===== src/rtl/core/pcfr_pkg.sv =====
// shared types and constants of the parity count frame receiver
`timescale 1ns / 1ps
package pcfr_pkg;

  localparam int BUF_DEPTH_DEF = 64;
  localparam int CNT_W = 7;
  localparam int CHECK_BYTES = 2;
  localparam int JOBQ_DEPTH = 2;
  localparam int OQ_DEPTH = 4;
  localparam logic [7:0] HEADER_RESET = 8'hFF;

  typedef enum logic [1:0] {
    ST_OK       = 2'd0,
    ST_MISMATCH = 2'd1,
    ST_OVERFLOW = 2'd2
  } status_t;

  typedef enum logic [1:0] {
    JOB_DRAIN    = 2'd0,
    JOB_MISMATCH = 2'd1,
    JOB_OVERFLOW = 2'd2
  } job_kind_t;

  typedef struct packed {
    job_kind_t        kind;
    logic [CNT_W-1:0] plen;
  } job_t;

  typedef struct packed {
    logic             en;
    logic [CNT_W-1:0] addr;
    logic [7:0]       data;
  } store_wr_t;

  typedef struct packed {
    logic [7:0] payload_byte;
    logic       last;
    status_t    status;
  } out_item_t;

  typedef enum logic {
    BK_IDLE  = 1'b0,
    BK_DRAIN = 1'b1
  } bk_state_t;

endpackage


===== src/rtl/core/pcfr_front.sv =====
// front end: header register, byte classification, counts and frame check
`timescale 1ns / 1ps
module pcfr_front #(
  parameter int BUF_DEPTH = pcfr_pkg::BUF_DEPTH_DEF
) (
  input  logic                clk,
  input  logic                rst,
  input  logic                cfg_valid,
  input  logic [7:0]          cfg_data,
  input  logic                push,
  input  logic [7:0]          rx_byte,
  output logic                full,
  input  logic                jq_full,
  output logic                jq_push,
  output pcfr_pkg::job_t      jq_job,
  input  logic                drain_done,
  output pcfr_pkg::store_wr_t store_wr
);

  logic [7:0]                 header_reg;
  logic [pcfr_pkg::CNT_W-1:0] fill;
  logic [pcfr_pkg::CNT_W-1:0] odd_cnt;
  logic [pcfr_pkg::CNT_W-1:0] even_cnt;
  logic                       overflowed;
  logic                       locked;
  logic [7:0]                 prev1;
  logic [7:0]                 prev2;

  logic       accept;
  logic       is_hdr;
  logic       at_limit;
  logic [7:0] po;
  logic [7:0] pe;
  logic       match;

  assign full     = locked || jq_full;
  assign accept   = push && !full;
  assign is_hdr   = (rx_byte == header_reg);
  assign at_limit = (fill == pcfr_pkg::CNT_W'(BUF_DEPTH));

  // prev2 is the odd check byte, prev1 the even check byte
  assign po = {1'b0, odd_cnt} - {7'd0, prev2[0]} - {7'd0, prev1[0]};
  assign pe = {1'b0, even_cnt} - {7'd0, !prev2[0]} - {7'd0, !prev1[0]};
  assign match = (prev2 == po) && (prev1 == pe);

  always_comb begin
    jq_push       = 1'b0;
    jq_job.kind   = pcfr_pkg::JOB_DRAIN;
    jq_job.plen   = fill - pcfr_pkg::CNT_W'(pcfr_pkg::CHECK_BYTES);
    store_wr.en   = accept && !is_hdr && !at_limit;
    store_wr.addr = fill;
    store_wr.data = rx_byte;
    if (accept && is_hdr) begin
      if (overflowed) begin
        jq_push     = 1'b1;
        jq_job.kind = pcfr_pkg::JOB_OVERFLOW;
      end else if (fill > pcfr_pkg::CNT_W'(pcfr_pkg::CHECK_BYTES)) begin
        jq_push     = 1'b1;
        jq_job.kind = match ? pcfr_pkg::JOB_DRAIN : pcfr_pkg::JOB_MISMATCH;
      end
    end
  end

  always_ff @(posedge clk) begin
    if (rst) begin
      header_reg <= pcfr_pkg::HEADER_RESET;
      fill       <= '0;
      odd_cnt    <= '0;
      even_cnt   <= '0;
      overflowed <= 1'b0;
      locked     <= 1'b0;
    end else begin
      if (cfg_valid) begin
        header_reg <= cfg_data;
      end
      if (drain_done) begin
        locked <= 1'b0;
      end
      if (accept && is_hdr) begin
        fill       <= '0;
        odd_cnt    <= '0;
        even_cnt   <= '0;
        overflowed <= 1'b0;
        if (jq_push && jq_job.kind == pcfr_pkg::JOB_DRAIN) begin
          locked <= 1'b1;
        end
      end else if (accept) begin
        if (at_limit) begin
          overflowed <= 1'b1;
        end else begin
          fill <= fill + pcfr_pkg::CNT_W'(1);
          if (rx_byte[0]) begin
            odd_cnt <= odd_cnt + pcfr_pkg::CNT_W'(1);
          end else begin
            even_cnt <= even_cnt + pcfr_pkg::CNT_W'(1);
          end
        end
      end
    end
  end

  always_ff @(posedge clk) begin
    if (store_wr.en) begin
      prev2 <= prev1;
      prev1 <= rx_byte;
    end
  end

endmodule


===== src/rtl/core/pcfr_jobq.sv =====
// short queue of frame jobs between front and back
`timescale 1ns / 1ps
module pcfr_jobq (
  input  logic           clk,
  input  logic           rst,
  input  logic           push,
  input  pcfr_pkg::job_t din,
  output logic           full,
  input  logic           pop,
  output logic           empty,
  output pcfr_pkg::job_t dout
);

  localparam int PW = $clog2(pcfr_pkg::JOBQ_DEPTH);
  localparam int CW = $clog2(pcfr_pkg::JOBQ_DEPTH + 1);

  pcfr_pkg::job_t entries [pcfr_pkg::JOBQ_DEPTH];
  logic [PW-1:0]  wptr;
  logic [PW-1:0]  rptr;
  logic [CW-1:0]  count;

  logic do_push;
  logic do_pop;

  assign full    = (count == CW'(pcfr_pkg::JOBQ_DEPTH));
  assign empty   = (count == '0);
  assign do_push = push && !full;
  assign do_pop  = pop && !empty;
  assign dout    = entries[rptr];

  always_ff @(posedge clk) begin
    if (rst) begin
      wptr  <= '0;
      rptr  <= '0;
      count <= '0;
    end else begin
      if (do_push) begin
        wptr <= (wptr == PW'(pcfr_pkg::JOBQ_DEPTH - 1)) ? '0 : wptr + PW'(1);
      end
      if (do_pop) begin
        rptr <= (rptr == PW'(pcfr_pkg::JOBQ_DEPTH - 1)) ? '0 : rptr + PW'(1);
      end
      if (do_push && !do_pop) begin
        count <= count + CW'(1);
      end else if (do_pop && !do_push) begin
        count <= count - CW'(1);
      end
    end
  end

  always_ff @(posedge clk) begin
    if (do_push) begin
      entries[wptr] <= din;
    end
  end

endmodule


===== src/rtl/core/pcfr_back.sv =====
// back end: frame store, drain sequencer and result queue
`timescale 1ns / 1ps
module pcfr_back #(
  parameter int BUF_DEPTH = pcfr_pkg::BUF_DEPTH_DEF
) (
  input  logic                 clk,
  input  logic                 rst,
  input  pcfr_pkg::store_wr_t  store_wr,
  input  logic                 job_valid,
  input  pcfr_pkg::job_t       job,
  output logic                 job_pop,
  output logic                 drain_done,
  input  logic                 pop,
  output logic                 empty,
  output pcfr_pkg::out_item_t  item
);

  localparam int AW = $clog2(BUF_DEPTH);
  localparam int QP = $clog2(pcfr_pkg::OQ_DEPTH);
  localparam int QC = $clog2(pcfr_pkg::OQ_DEPTH + 1);

  logic [7:0] store [BUF_DEPTH];

  pcfr_pkg::bk_state_t        state;
  pcfr_pkg::bk_state_t        state_next;
  logic [pcfr_pkg::CNT_W-1:0] idx;
  logic [pcfr_pkg::CNT_W-1:0] idx_next;
  logic [pcfr_pkg::CNT_W-1:0] plen;
  logic [pcfr_pkg::CNT_W-1:0] plen_next;
  logic                       rd_pending;
  logic                       rd_last;
  logic [7:0]                 rd_data;

  pcfr_pkg::out_item_t oq [pcfr_pkg::OQ_DEPTH];
  logic [QP-1:0]       oq_wptr;
  logic [QP-1:0]       oq_rptr;
  logic [QC-1:0]       oq_count;

  logic                       rd_issue;
  logic                       issue_last;
  logic                       err_push;
  pcfr_pkg::status_t          err_status;
  logic                       space;
  logic                       oq_push;
  logic                       oq_pop;
  pcfr_pkg::out_item_t        push_item;
  logic [pcfr_pkg::CNT_W-1:0] idx_inc;

  assign space   = ({1'b0, oq_count} + {{QC{1'b0}}, rd_pending})
                   < (QC + 1)'(pcfr_pkg::OQ_DEPTH);
  assign idx_inc = idx + pcfr_pkg::CNT_W'(1);

  always_comb begin
    state_next = state;
    idx_next   = idx;
    plen_next  = plen;
    job_pop    = 1'b0;
    rd_issue   = 1'b0;
    issue_last = 1'b0;
    drain_done = 1'b0;
    err_push   = 1'b0;
    err_status = pcfr_pkg::ST_MISMATCH;
    unique case (state)
      pcfr_pkg::BK_IDLE: begin
        if (job_valid && !rd_pending) begin
          unique case (job.kind)
            pcfr_pkg::JOB_DRAIN: begin
              job_pop    = 1'b1;
              idx_next   = '0;
              plen_next  = job.plen;
              state_next = pcfr_pkg::BK_DRAIN;
            end
            pcfr_pkg::JOB_MISMATCH: begin
              if (space) begin
                job_pop  = 1'b1;
                err_push = 1'b1;
              end
            end
            pcfr_pkg::JOB_OVERFLOW: begin
              if (space) begin
                job_pop    = 1'b1;
                err_push   = 1'b1;
                err_status = pcfr_pkg::ST_OVERFLOW;
              end
            end
            default: begin
            end
          endcase
        end
      end
      pcfr_pkg::BK_DRAIN: begin
        if (space) begin
          rd_issue = 1'b1;
          idx_next = idx_inc;
          if (idx_inc == plen) begin
            issue_last = 1'b1;
            drain_done = 1'b1;
            state_next = pcfr_pkg::BK_IDLE;
          end
        end
      end
      default: begin
        state_next = pcfr_pkg::BK_IDLE;
      end
    endcase
  end

  always_ff @(posedge clk) begin
    if (rst) begin
      state      <= pcfr_pkg::BK_IDLE;
      idx        <= '0;
      plen       <= '0;
      rd_pending <= 1'b0;
      rd_last    <= 1'b0;
    end else begin
      state      <= state_next;
      idx        <= idx_next;
      plen       <= plen_next;
      rd_pending <= rd_issue;
      rd_last    <= issue_last;
    end
  end

  always_ff @(posedge clk) begin
    if (store_wr.en) begin
      store[store_wr.addr[AW-1:0]] <= store_wr.data;
    end
    if (rd_issue) begin
      rd_data <= store[idx[AW-1:0]];
    end
  end

  // result queue
  always_comb begin
    if (rd_pending) begin
      push_item.payload_byte = rd_data;
      push_item.last         = rd_last;
      push_item.status       = pcfr_pkg::ST_OK;
    end else begin
      push_item.payload_byte = 8'd0;
      push_item.last         = 1'b1;
      push_item.status       = err_status;
    end
  end

  assign oq_push = rd_pending || err_push;
  assign empty   = (oq_count == '0);
  assign oq_pop  = pop && !empty;
  assign item    = oq[oq_rptr];

  always_ff @(posedge clk) begin
    if (rst) begin
      oq_wptr  <= '0;
      oq_rptr  <= '0;
      oq_count <= '0;
    end else begin
      if (oq_push) begin
        oq_wptr <= (oq_wptr == QP'(pcfr_pkg::OQ_DEPTH - 1)) ? '0 : oq_wptr + QP'(1);
      end
      if (oq_pop) begin
        oq_rptr <= (oq_rptr == QP'(pcfr_pkg::OQ_DEPTH - 1)) ? '0 : oq_rptr + QP'(1);
      end
      if (oq_push && !oq_pop) begin
        oq_count <= oq_count + QC'(1);
      end else if (oq_pop && !oq_push) begin
        oq_count <= oq_count - QC'(1);
      end
    end
  end

  always_ff @(posedge clk) begin
    if (oq_push) begin
      oq[oq_wptr] <= push_item;
    end
  end

endmodule


===== src/rtl/core/parity_count_frame_receiver.sv =====
// top level of the parity count frame receiver
`timescale 1ns / 1ps
// Takes one link byte per cycle while full is low. A byte equal to header_byte closes a
// frame: a frame whose odd/even check bytes match comes out as its payload bytes, one per
// cycle while the result queue has room, last set on the final one; a mismatch or a buffer
// overflow gives one error result; a frame of two bytes or fewer gives nothing. A checked
// frame drains through the single read port of the frame store, and the input holds full
// from its closing header until the last store read has been issued, since the next frame
// reuses the store. Error frames do not lock the input; their jobs pass through a
// two-entry job queue. Results wait in a four-entry queue, so pop may stall at will.
module parity_count_frame_receiver #(
  parameter int BUF_DEPTH = pcfr_pkg::BUF_DEPTH_DEF
) (
  input  logic       clk,
  input  logic       rst,
  input  logic       cfg_valid,
  output logic       cfg_ready,
  input  logic [7:0] header_byte,
  input  logic       push,
  output logic       full,
  input  logic [7:0] rx_byte,
  input  logic       pop,
  output logic       empty,
  output logic [7:0] payload_byte,
  output logic       last,
  output logic [1:0] status
);

  logic                jq_push;
  logic                jq_full;
  logic                jq_pop;
  logic                jq_empty;
  pcfr_pkg::job_t      jq_in;
  pcfr_pkg::job_t      jq_out;
  logic                drain_done;
  pcfr_pkg::store_wr_t store_wr;
  pcfr_pkg::out_item_t item;

  assign cfg_ready    = 1'b1;
  assign payload_byte = item.payload_byte;
  assign last         = item.last;
  assign status       = item.status;

  pcfr_front #(
    .BUF_DEPTH(BUF_DEPTH)
  ) u_front (
    .clk        (clk),
    .rst        (rst),
    .cfg_valid  (cfg_valid && cfg_ready),
    .cfg_data   (header_byte),
    .push       (push),
    .rx_byte    (rx_byte),
    .full       (full),
    .jq_full    (jq_full),
    .jq_push    (jq_push),
    .jq_job     (jq_in),
    .drain_done (drain_done),
    .store_wr   (store_wr)
  );

  pcfr_jobq u_jobq (
    .clk   (clk),
    .rst   (rst),
    .push  (jq_push),
    .din   (jq_in),
    .full  (jq_full),
    .pop   (jq_pop),
    .empty (jq_empty),
    .dout  (jq_out)
  );

  pcfr_back #(
    .BUF_DEPTH(BUF_DEPTH)
  ) u_back (
    .clk        (clk),
    .rst        (rst),
    .store_wr   (store_wr),
    .job_valid  (!jq_empty),
    .job        (jq_out),
    .job_pop    (jq_pop),
    .drain_done (drain_done),
    .pop        (pop),
    .empty      (empty),
    .item       (item)
  );

  a_jq_no_overrun: assert property (@(posedge clk) disable iff (rst)
    jq_push |-> !jq_full)
    else $error("job queue pushed while full");

  a_drain_locks_input: assert property (@(posedge clk) disable iff (rst)
    (jq_push && jq_in.kind == pcfr_pkg::JOB_DRAIN) |=> full)
    else $error("input open while a frame waits to drain");

  a_error_result_form: assert property (@(posedge clk) disable iff (rst)
    (!empty && status != pcfr_pkg::ST_OK) |-> (last && payload_byte == 8'd0))
    else $error("error result not a single zero transaction");

  a_store_quiet_in_drain: assert property (@(posedge clk) disable iff (rst)
    jq_pop && jq_out.kind == pcfr_pkg::JOB_DRAIN |=> !store_wr.en)
    else $error("frame store written during drain");

endmodule

===== config.mk =====
export PLATFORM = sky130hd
export DESIGN_NAME = parity_count_frame_receiver
export DESIGN_NICKNAME = d
export VERILOG_FILES = /design/src/rtl/core/pcfr_pkg.sv /design/src/rtl/core/pcfr_front.sv /design/src/rtl/core/pcfr_jobq.sv /design/src/rtl/core/pcfr_back.sv /design/src/rtl/core/parity_count_frame_receiver.sv
export SDC_FILE = /design/constraint.sdc
export NUM_CORES = 1
export LEC_CHECK = 0
export BUFFER_PORTS_ARGS = -buffer_cell sky130_fd_sc_hd__buf_2
export CELL_PAD_IN_SITES_DETAIL_PLACEMENT = 0
export CELL_PAD_IN_SITES_GLOBAL_PLACEMENT = 1
export CORE_MARGIN = 5
export CORE_UTILIZATION = 55
export CTS_CLUSTER_SIZE = 16
export DETAILED_ROUTE_END_ITERATION = 7
export PLACE_DENSITY_LB_ADDON = 0.2
export SLEW_MARGIN = 20
export SYNTH_ARGS = -nofsm -noshare
export SYNTH_HDL_FRONTEND = slang
export SYNTH_SLANG_ARGS = --single-unit

===== constraint.sdc =====
create_clock -name clk -period 4.8 [get_ports clk]
set_clock_uncertainty 0.1 [all_clocks]
set_input_delay 0.48 -clock clk [delete_from_list [all_inputs] [get_ports clk]]
set_output_delay 0.48 -clock clk [all_outputs]
set_load 0.05 [all_outputs]

After elaboration in Yosys (flattened, before gate mapping):

Memory sizes are Yosys's and may differ from the RTL's. A register that Yosys moved wholly into a read port is not among the register bits.
Cells that the tools add are included.

* bits in registers: 75
* RAM bits: 574
* output and inout port bits: 14
* memories: 3
* bits of input ports: 21
* logic and storage cells: 154

* reduce and logical (&&, ||, !) cells: 43
* add/subtract/negate cells: 18
* multiplexer cells: 53
* bitwise gates (word level): 3
* equal/unequal tests: 13
* $lt $le $gt $ge: 2

Memory list
* u_back.store: depth 64, bits a word 8, read ports 1, clocked after memory_dff 1, write ports 1, RTL line pcfr_back.sv:22 `logic [7:0] store [BUF_DEPTH];`
* u_back.oq: depth 4, bits a word 11, read ports 1, clocked after memory_dff 1, write ports 1, RTL line pcfr_back.sv:34 `pcfr_pkg::out_item_t oq [pcfr_pkg::OQ_DEPTH];`
* u_jobq.entries: depth 2, bits a word 9, read ports 1, clocked after memory_dff 1, write ports 1, RTL line pcfr_jobq.sv:17 `pcfr_pkg::job_t entries [pcfr_pkg::JOBQ_DEPTH];`

Operator list (count)
* 2-to-1 mux 1 bit: 31
* adder 7 x 1 -> 7 bit (second input constant): 4
* 2-to-1 mux 2 bit: 13
* equality test 8 bit: 3
* 2-to-1 mux 7 bit: 3
* subtractor 7 x 1 -> 8 bit: 2
* subtractor 8 x 1 -> 8 bit: 2
* logical AND 1 bit: 14
* case mux 7 bit (2 select lines): 1
* logical NOT 1 bit: 13
* AND reduction 3 bit: 4
* 2-to-1 mux 11 bit: 1
* equality test 2 bit (second input constant): 4
* equality test 7 bit: 1
* equality test 7 bit (second input constant): 1
* greater-than comparator 7 x 2 -> 1 bit (second input constant): 1
* subtractor 7 x 2 -> 7 bit (second input constant): 1
* adder 2 x 1 -> 2 bit (second input constant): 3
* logical NOT 2 bit: 3
* 2-to-1 mux 3 bit: 2
* adder 3 x 1 -> 4 bit: 1
* < comparator 4 x 3 -> 1 bit (second input constant): 1
* != test 2 bit (second input constant): 2
* case mux 1 bit (2 select lines): 2
* other kinds (12): 19

Logic depth before layout (Yosys ltp):

* depth after elaboration: 13
* depth in mapped cells: 11

By module:

Synthesis repeated with hierarchy kept, for this count alone.

* cells, all modules: 1548
* area total of the unflattened synthesis: 27052.2 um2

By module, submodules not included
* pcfr_back: cells an instance 1193, sequential area each 17456.7 um2, area an instance 23274.8 um2, instances 1
* pcfr_front: cells an instance 299, sequential area each 1101.1 um2, area an instance 2897.8 um2, instances 1
* pcfr_jobq: cells an instance 53, sequential area each 640.6 um2, area an instance 864.6 um2, instances 1
* parity_count_frame_receiver: cells an instance 3, sequential area each 0.0 um2, area an instance 15.0 um2, instances 1

Least setup slack after synthesis:

Ideal clock, no wire load.

* kind: flip-flop to flip-flop
* start point: register u_front.prev2[0]
* end point: memory u_jobq.entries[0][7] (netlist name), data pin
* data arrival time: 3.108 ns
* stages on the path, launching flop included: 12
* setup slack: 1.324 ns
* buffers on the path: 0
* clock period less this slack: 3.476 ns
* path through: edfxtp_1 > inv_1 > fa_1 > inv_1 > ha_1 > nor2_1 > ha_1 > or3b_4 > or4_4 > a211oi_2 > and4_2 > a31oi_1

RTL lines
* from (decl): RTL line pcfr_front.sv:27 `logic [7:0] prev2;`
* from (signal assigned): RTL line pcfr_front.sv:104 `prev2 <= prev1;`
* to (decl): RTL line pcfr_jobq.sv:17

Worst setup path after layout:

* start point: register u_front.fill[3] (netlist name)
* end point: memory u_back.store[41][4], enable pin

* cells in the longest elaborated chain, start to end: 5

Ends and longest elaborated chain
* from (decl): RTL line pcfr_front.sv:21 `logic [pcfr_pkg::CNT_W-1:0] fill;`
* from (signal assigned): RTL line pcfr_front.sv:91 `fill <= fill + pcfr_pkg::CNT_W'(1);`
* equality test 7 bit: RTL line pcfr_front.sv:39 `assign at_limit = (fill == pcfr_pkg::CNT_W'(BUF_DEPTH));`
* logical NOT 1 bit: RTL line pcfr_front.sv:50 `store_wr.en = accept && !is_hdr && !at_limit;`
* logical AND 1 bit: RTL line pcfr_front.sv:50
* 2-to-1 mux 1 bit: RTL line pcfr_back.sv:125 `if (store_wr.en) begin`
* 2-to-1 mux 1 bit (not written as such): RTL line pcfr_back.sv:126 `store[store_wr.addr[AW-1:0]] <= store_wr.data;`
* to (decl): RTL line pcfr_back.sv:22

Parallel ways exist; a longest one is shown, timed or not.

==> report_table.html <==
<table>
<tr><th>Metric</th><th>Value</th></tr>
<tr><th colspan="2">Status</th></tr>
<tr><td>Run status</td><td>finished, final reports clean</td></tr>
<tr><th colspan="2">Critical path</th></tr>
<tr><td>Cell family with most CP delay</td><td>simple AND/OR/NAND/NOR gates</td></tr>
<tr><td>Worst Path Class, Setup</td><td>reg2reg</td></tr>
<tr><td>Cell breakdown of the critical path</td><td>or3_1 &gt; nor3_2 &gt; nor2_1 &gt; nand4_1 &gt; nor2_1</td></tr>
<tr><td>Endpoint kind of the worst setup timing path</td><td>flop</td></tr>
<tr><td>Maximum net fanout on the critical path</td><td>13</td></tr>
<tr><td>Worst EP required</td><td>4910 ps</td></tr>
<tr><td>CP Launch Type</td><td>flop</td></tr>
<tr><td>Worst-path cell with the longest stage delay</td><td>sky130_fd_sc_hd__nor2_1</td></tr>
<tr><td>Number of buffer and inverter stages on the critical path</td><td>0</td></tr>
<tr><td>Largest incremental delay on the critical path</td><td>810 ps</td></tr>
<tr><td>Worst EP arrival</td><td>4050 ps</td></tr>
<tr><td>Worst path most repeated cell</td><td>sky130_fd_sc_hd__nor2_1</td></tr>
<tr><th colspan="2">Placement</th></tr>
<tr><td>Number of input and output port buffers inserted</td><td>33</td></tr>
<tr><td>Final HPWL from detailed placement</td><td>36200 um</td></tr>
<tr><td>Placed instance count</td><td>2029</td></tr>
<tr><td>Last weighted congestion value of the routability-driven placer</td><td>0.806</td></tr>
<tr><th colspan="2">Yosys</th></tr>
<tr><td>Share of synthesized flip-flops with an asynchronous set or reset</td><td>0%</td></tr>
<tr><td>Largest area contributor in the netlist</td><td>sky130_fd_sc_hd__edfxtp_1</td></tr>
<tr><td>Proportion of synthesized chip area in sequential cells</td><td>71.9%</td></tr>
<tr><td>Post-Syn Nets</td><td>1463</td></tr>
<tr><td>EDFF count, synth</td><td>598</td></tr>
<tr><td>Synth top area cells</td><td>sky130_fd_sc_hd__edfxtp_1 67%, sky130_fd_sc_hd__mux4_2 14%, sky130_fd_sc_hd__dfxtp_1 4.6%</td></tr>
<tr><td>Number of instances in the synthesized netlist</td><td>1412</td></tr>
<tr><td>Cell variety after synth</td><td>59</td></tr>
<tr><td>Yosys reg bits</td><td>660</td></tr>
<tr><td>Mapped Avg Cell Area</td><td>18.9 um^2</td></tr>
<tr><td>Leading register cell type out of synthesis</td><td>sky130_fd_sc_hd__edfxtp_1</td></tr>
<tr><td>Total of warnings raised by yosys</td><td>0</td></tr>
<tr><td>Netlist area before placement</td><td>26700 um^2</td></tr>
<tr><td>Post-synth top area share</td><td>67.3%</td></tr>
<tr><th colspan="2">Timing</th></tr>
<tr><td>Highest attainable clock frequency</td><td>0.254 GHz</td></tr>
<tr><td>Slew of the pin with the lowest slew margin</td><td>1050 ps</td></tr>
<tr><td>Final-report setup violation count</td><td>0</td></tr>
<tr><td>Unrepaired setup endpoints after global routing</td><td>no</td></tr>
<tr><td>Headroom to the max-slew limit</td><td>29.9%</td></tr>
<tr><td>Final number of hold-violating endpoints</td><td>0</td></tr>
<tr><td>Sum Neg Setup Slack</td><td>0 ps</td></tr>
<tr><td>Share of the cycle needed by the critical path after routing</td><td>82.1%</td></tr>
<tr><td>Final worst path period need</td><td>3940 ps</td></tr>
<tr><td>Final Max Slew Viols</td><td>0</td></tr>
<tr><th colspan="2">Pwr</th></tr>
<tr><td>Internal power summed over all cells</td><td>10.0 mW</td></tr>
<tr><td>Part of the power in registers</td><td>50.1%</td></tr>
<tr><td>Sw Ratio</td><td>22.3%</td></tr>
<tr><td>Combinational group share of total power</td><td>9.1%</td></tr>
<tr><td>Clock power frac</td><td>40.9%</td></tr>
<tr><td>Worst voltage drop across the vdd grid</td><td>0.358 mV</td></tr>
<tr><td>Static Leak</td><td>9.37 nW</td></tr>
<tr><td>Switching power of the nets</td><td>2.88 mW</td></tr>
<tr><td>Power per unit of standard cell area</td><td>431 nW/um^2</td></tr>
<tr><th colspan="2">Die</th></tr>
<tr><td>Cell Rows</td><td>80</td></tr>
<tr><td>Overall die height</td><td>230 um</td></tr>
<tr><td>Number of top-level pins</td><td>35</td></tr>
<tr><td>Chip width</td><td>230 um</td></tr>
<tr><td>Total die area</td><td>53000 um^2</td></tr>
<tr><td>Initial core utilization</td><td>55.8%</td></tr>
<tr><td>Core outline area</td><td>47800 um^2</td></tr>
<tr><th colspan="2">Clock tree</th></tr>
<tr><td>Cell at the root of the clock tree</td><td>sky130_fd_sc_hd__clkbuf_16</td></tr>
<tr><td>Number of clock sinks</td><td>660</td></tr>
<tr><td>Cts repair resizes</td><td>0</td></tr>
<tr><td>Number of buffers added by the clock tree synthesis step</td><td>68</td></tr>
<tr><td>Post-CTS setup-driven buffer insertion count</td><td>0</td></tr>
<tr><td>Clk_lat worst skew</td><td>590 ps</td></tr>
<tr><td>CTS clock-pin slew for the worst setup and hold paths</td><td>60 ps</td></tr>
<tr><td>TritonCTS clock tree</td><td>done</td></tr>
<tr><td>Clock H-tree levels</td><td>3</td></tr>
<tr><td>Maximum number of buffers from clock root to sink</td><td>3</td></tr>
<tr><td>Number of hold buffers added after CTS</td><td>8</td></tr>
<tr><th colspan="2">GRT</th></tr>
<tr><td>Wire length of the first global-routing pass</td><td>87500 um</td></tr>
<tr><td>Antenna violations before repair</td><td>0</td></tr>
<tr><td>Global Route Usage Sum</td><td>22.1%</td></tr>
<tr><td>Number of global-route vias before repair</td><td>13700</td></tr>
<tr><td>Maximum number of pins on one net before global-route repair</td><td>76</td></tr>
<tr><td>Global route overflow</td><td>0</td></tr>
<tr><th colspan="2">Route</th></tr>
<tr><td>Routed wire length</td><td>57300 um</td></tr>
<tr><td>Vias per Instance</td><td>6.13</td></tr>
<tr><td>Via count of the routed design</td><td>13200</td></tr>
<tr><td>Antenna violation net count after detailed routing</td><td>0</td></tr>
<tr><td>First-pass iteration count of the detailed router</td><td>5</td></tr>
<tr><td>Wirelength per Cell</td><td>26.5 um</td></tr>
<tr><td>Detailed-route DRC error count</td><td>0</td></tr>
<tr><td>Iteration-0 DRC Markers</td><td>1202</td></tr>
<tr><th colspan="2">Finish</th></tr>
<tr><td>Proportion of layout cells with a drive suffix above 1</td><td>23.8%</td></tr>
<tr><td>Fin cells</td><td>2159</td></tr>
<tr><td>Net total in the final layout</td><td>1543</td></tr>
<tr><td>Total inserted antenna cells</td><td>0</td></tr>
<tr><td>Area added between synthesis and finish</td><td>12.4%</td></tr>
<tr><td>Layout filler cell count</td><td>3312</td></tr>
<tr><td>Flip-flop count of the largest register after layout</td><td>512</td></tr>
<tr><td>Most frequent cells in the layout</td><td>598 x sky130_fd_sc_hd__edfxtp_1, 171 x sky130_fd_sc_hd__mux4_2, 106 x sky130_fd_sc_hd__nor2_1, 73 x sky130_fd_sc_hd__clkbuf_16, 58 x sky130_fd_sc_hd__dfxtp_1</td></tr>
<tr><td>Most frequent standard cell in the layout excluding fill and tap cells</td><td>sky130_fd_sc_hd__edfxtp_1</td></tr>
<tr><th colspan="2">Run</th></tr>
<tr><td>Max_cap viols</td><td>0</td></tr>
<tr><th colspan="2">Worst hold path</th></tr>
<tr><td>Path class of the lowest-slack min-delay path</td><td>in2reg</td></tr>
</table>
[cell families (layout without fill, tap and decap cells)]
group,Yosys count,count (layout),synth area share (%)
buffers and inverters,97,229,1.59
muxes,198,198,15.5
DFF,660,660,71.9
xor gates and xnor gates,53,53,1.74
and+or+nand+nor,275,275,5.31
other,1,1,0.0140
AOI/OAI and AO/OA,98,98,2.47
adders and majority gates,30,30,1.49
[layout make-up]
type / count / area (um^2) / area share (%)
inverter: 24 / 90.1 / 0.300
clock buffer: 85 / 1870 / 6.24
clock inverter: 37 / 375 / 1.25
multi-input combinational: 655 / 7080 / 23.6
timing repair buffer: 83 / 611 / 2.04
tap: 615 / 769 / 2.56
sequential: 660 / 19200 / 64.0
[Yosys cell counts, types with 3 or more instances]
library cell	count
sky130_fd_sc_hd__dfxtp_1	62
sky130_fd_sc_hd__clkbuf_1	36
sky130_fd_sc_hd__buf_6	3
sky130_fd_sc_hd__nor2_1	106
sky130_fd_sc_hd__o211ai_1	4
sky130_fd_sc_hd__a211o_1	9
sky130_fd_sc_hd__edfxtp_1	598
sky130_fd_sc_hd__mux2i_1	22
sky130_fd_sc_hd__mux2_2	5
sky130_fd_sc_hd__nand3b_1	4
sky130_fd_sc_hd__nand2_1	27
sky130_fd_sc_hd__buf_4	4
sky130_fd_sc_hd__o41ai_1	4
sky130_fd_sc_hd__nor3_1	13
sky130_fd_sc_hd__buf_2	19
sky130_fd_sc_hd__nor2b_1	16
sky130_fd_sc_hd__ha_1	27
sky130_fd_sc_hd__nor4_1	8
sky130_fd_sc_hd__xor2_1	18
sky130_fd_sc_hd__xnor2_1	35
sky130_fd_sc_hd__buf_1	11
sky130_fd_sc_hd__a21oi_1	30
sky130_fd_sc_hd__fa_1	3
sky130_fd_sc_hd__nand3_1	13
sky130_fd_sc_hd__a211oi_1	12
sky130_fd_sc_hd__o31ai_1	5
sky130_fd_sc_hd__nand4_1	16
sky130_fd_sc_hd__mux4_2	171
sky130_fd_sc_hd__o21ai_0	16
sky130_fd_sc_hd__nand2b_1	4
sky130_fd_sc_hd__nor3b_1	4
sky130_fd_sc_hd__or3b_2	6
sky130_fd_sc_hd__and2_1	21
sky130_fd_sc_hd__nor4b_1	5
sky130_fd_sc_hd__and3_1	11
sky130_fd_sc_hd__or3_1	10
sky130_fd_sc_hd__inv_1	24
[power by group through the flow]
| stage | Clock (mW) | Sequential, mW | Combinational, mW |
|---|---|---|---|
| 3_5_place_dp | 0 | 6.60 | 1.18 |
| 2_1_floorplan | 0 | 6.53 | 0.867 |
| 5_1_grt | 5.63 | 6.49 | 1.27 |
| 3_3_place_gp | 0 | 6.60 | 1.17 |
| 6_report | 5.28 | 6.48 | 1.17 |
| 4_1_cts | 5.37 | 6.48 | 1.19 |
[layer usage]
layer  vias to the layer above  track usage (%)  part of all wire, %
met5                         -                0                    0
li1                       5840                -                    -
met2                       406             34.9                   48
met1                      6914             32.3                   44
met4                         0             4.76                  1.7
met3                        70             5.18                  6.2
[worst paths after layout]
path / start / to / slack (ps) / cells past startpoint
worst max-delay path: u_front.fill[3]$_SDFFE_PP0P_ / u_back.store[41][4]$_DFFE_PP_ / 860 / 5
worst min-delay path: rx_byte[4] / u_front.prev1[4]$_DFFE_PP_ / 180 / 1
worst max register to register: u_front.fill[3]$_SDFFE_PP0P_ / u_back.store[41][4]$_DFFE_PP_ / 860 / 5
worst min register to register: u_front.prev1[1]$_DFFE_PP_ / u_front.prev2[1]$_DFFE_PP_ / 380 / 0
[per-stage QoR]
step | total power, mW | worst slack, ps | utilization (%) | cell area, um^2 | hold slack (ps)
floorplan | 7.40 | 1320 | - | 26700 | 348
global placement | 7.76 | 1040 | 57.8 | 27700 | 358
detailed placement | 7.78 | 893 | 57.8 | 27700 | 372
CTS | 13.0 | 896 | 62.7 | 30000 | 171
global route | 13.4 | 542 | 62.7 | 30000 | 160
finish | 12.9 | 860 | 62.7 | 30000 | 176
Note: power is estimated with default switching activity, not from simulation.
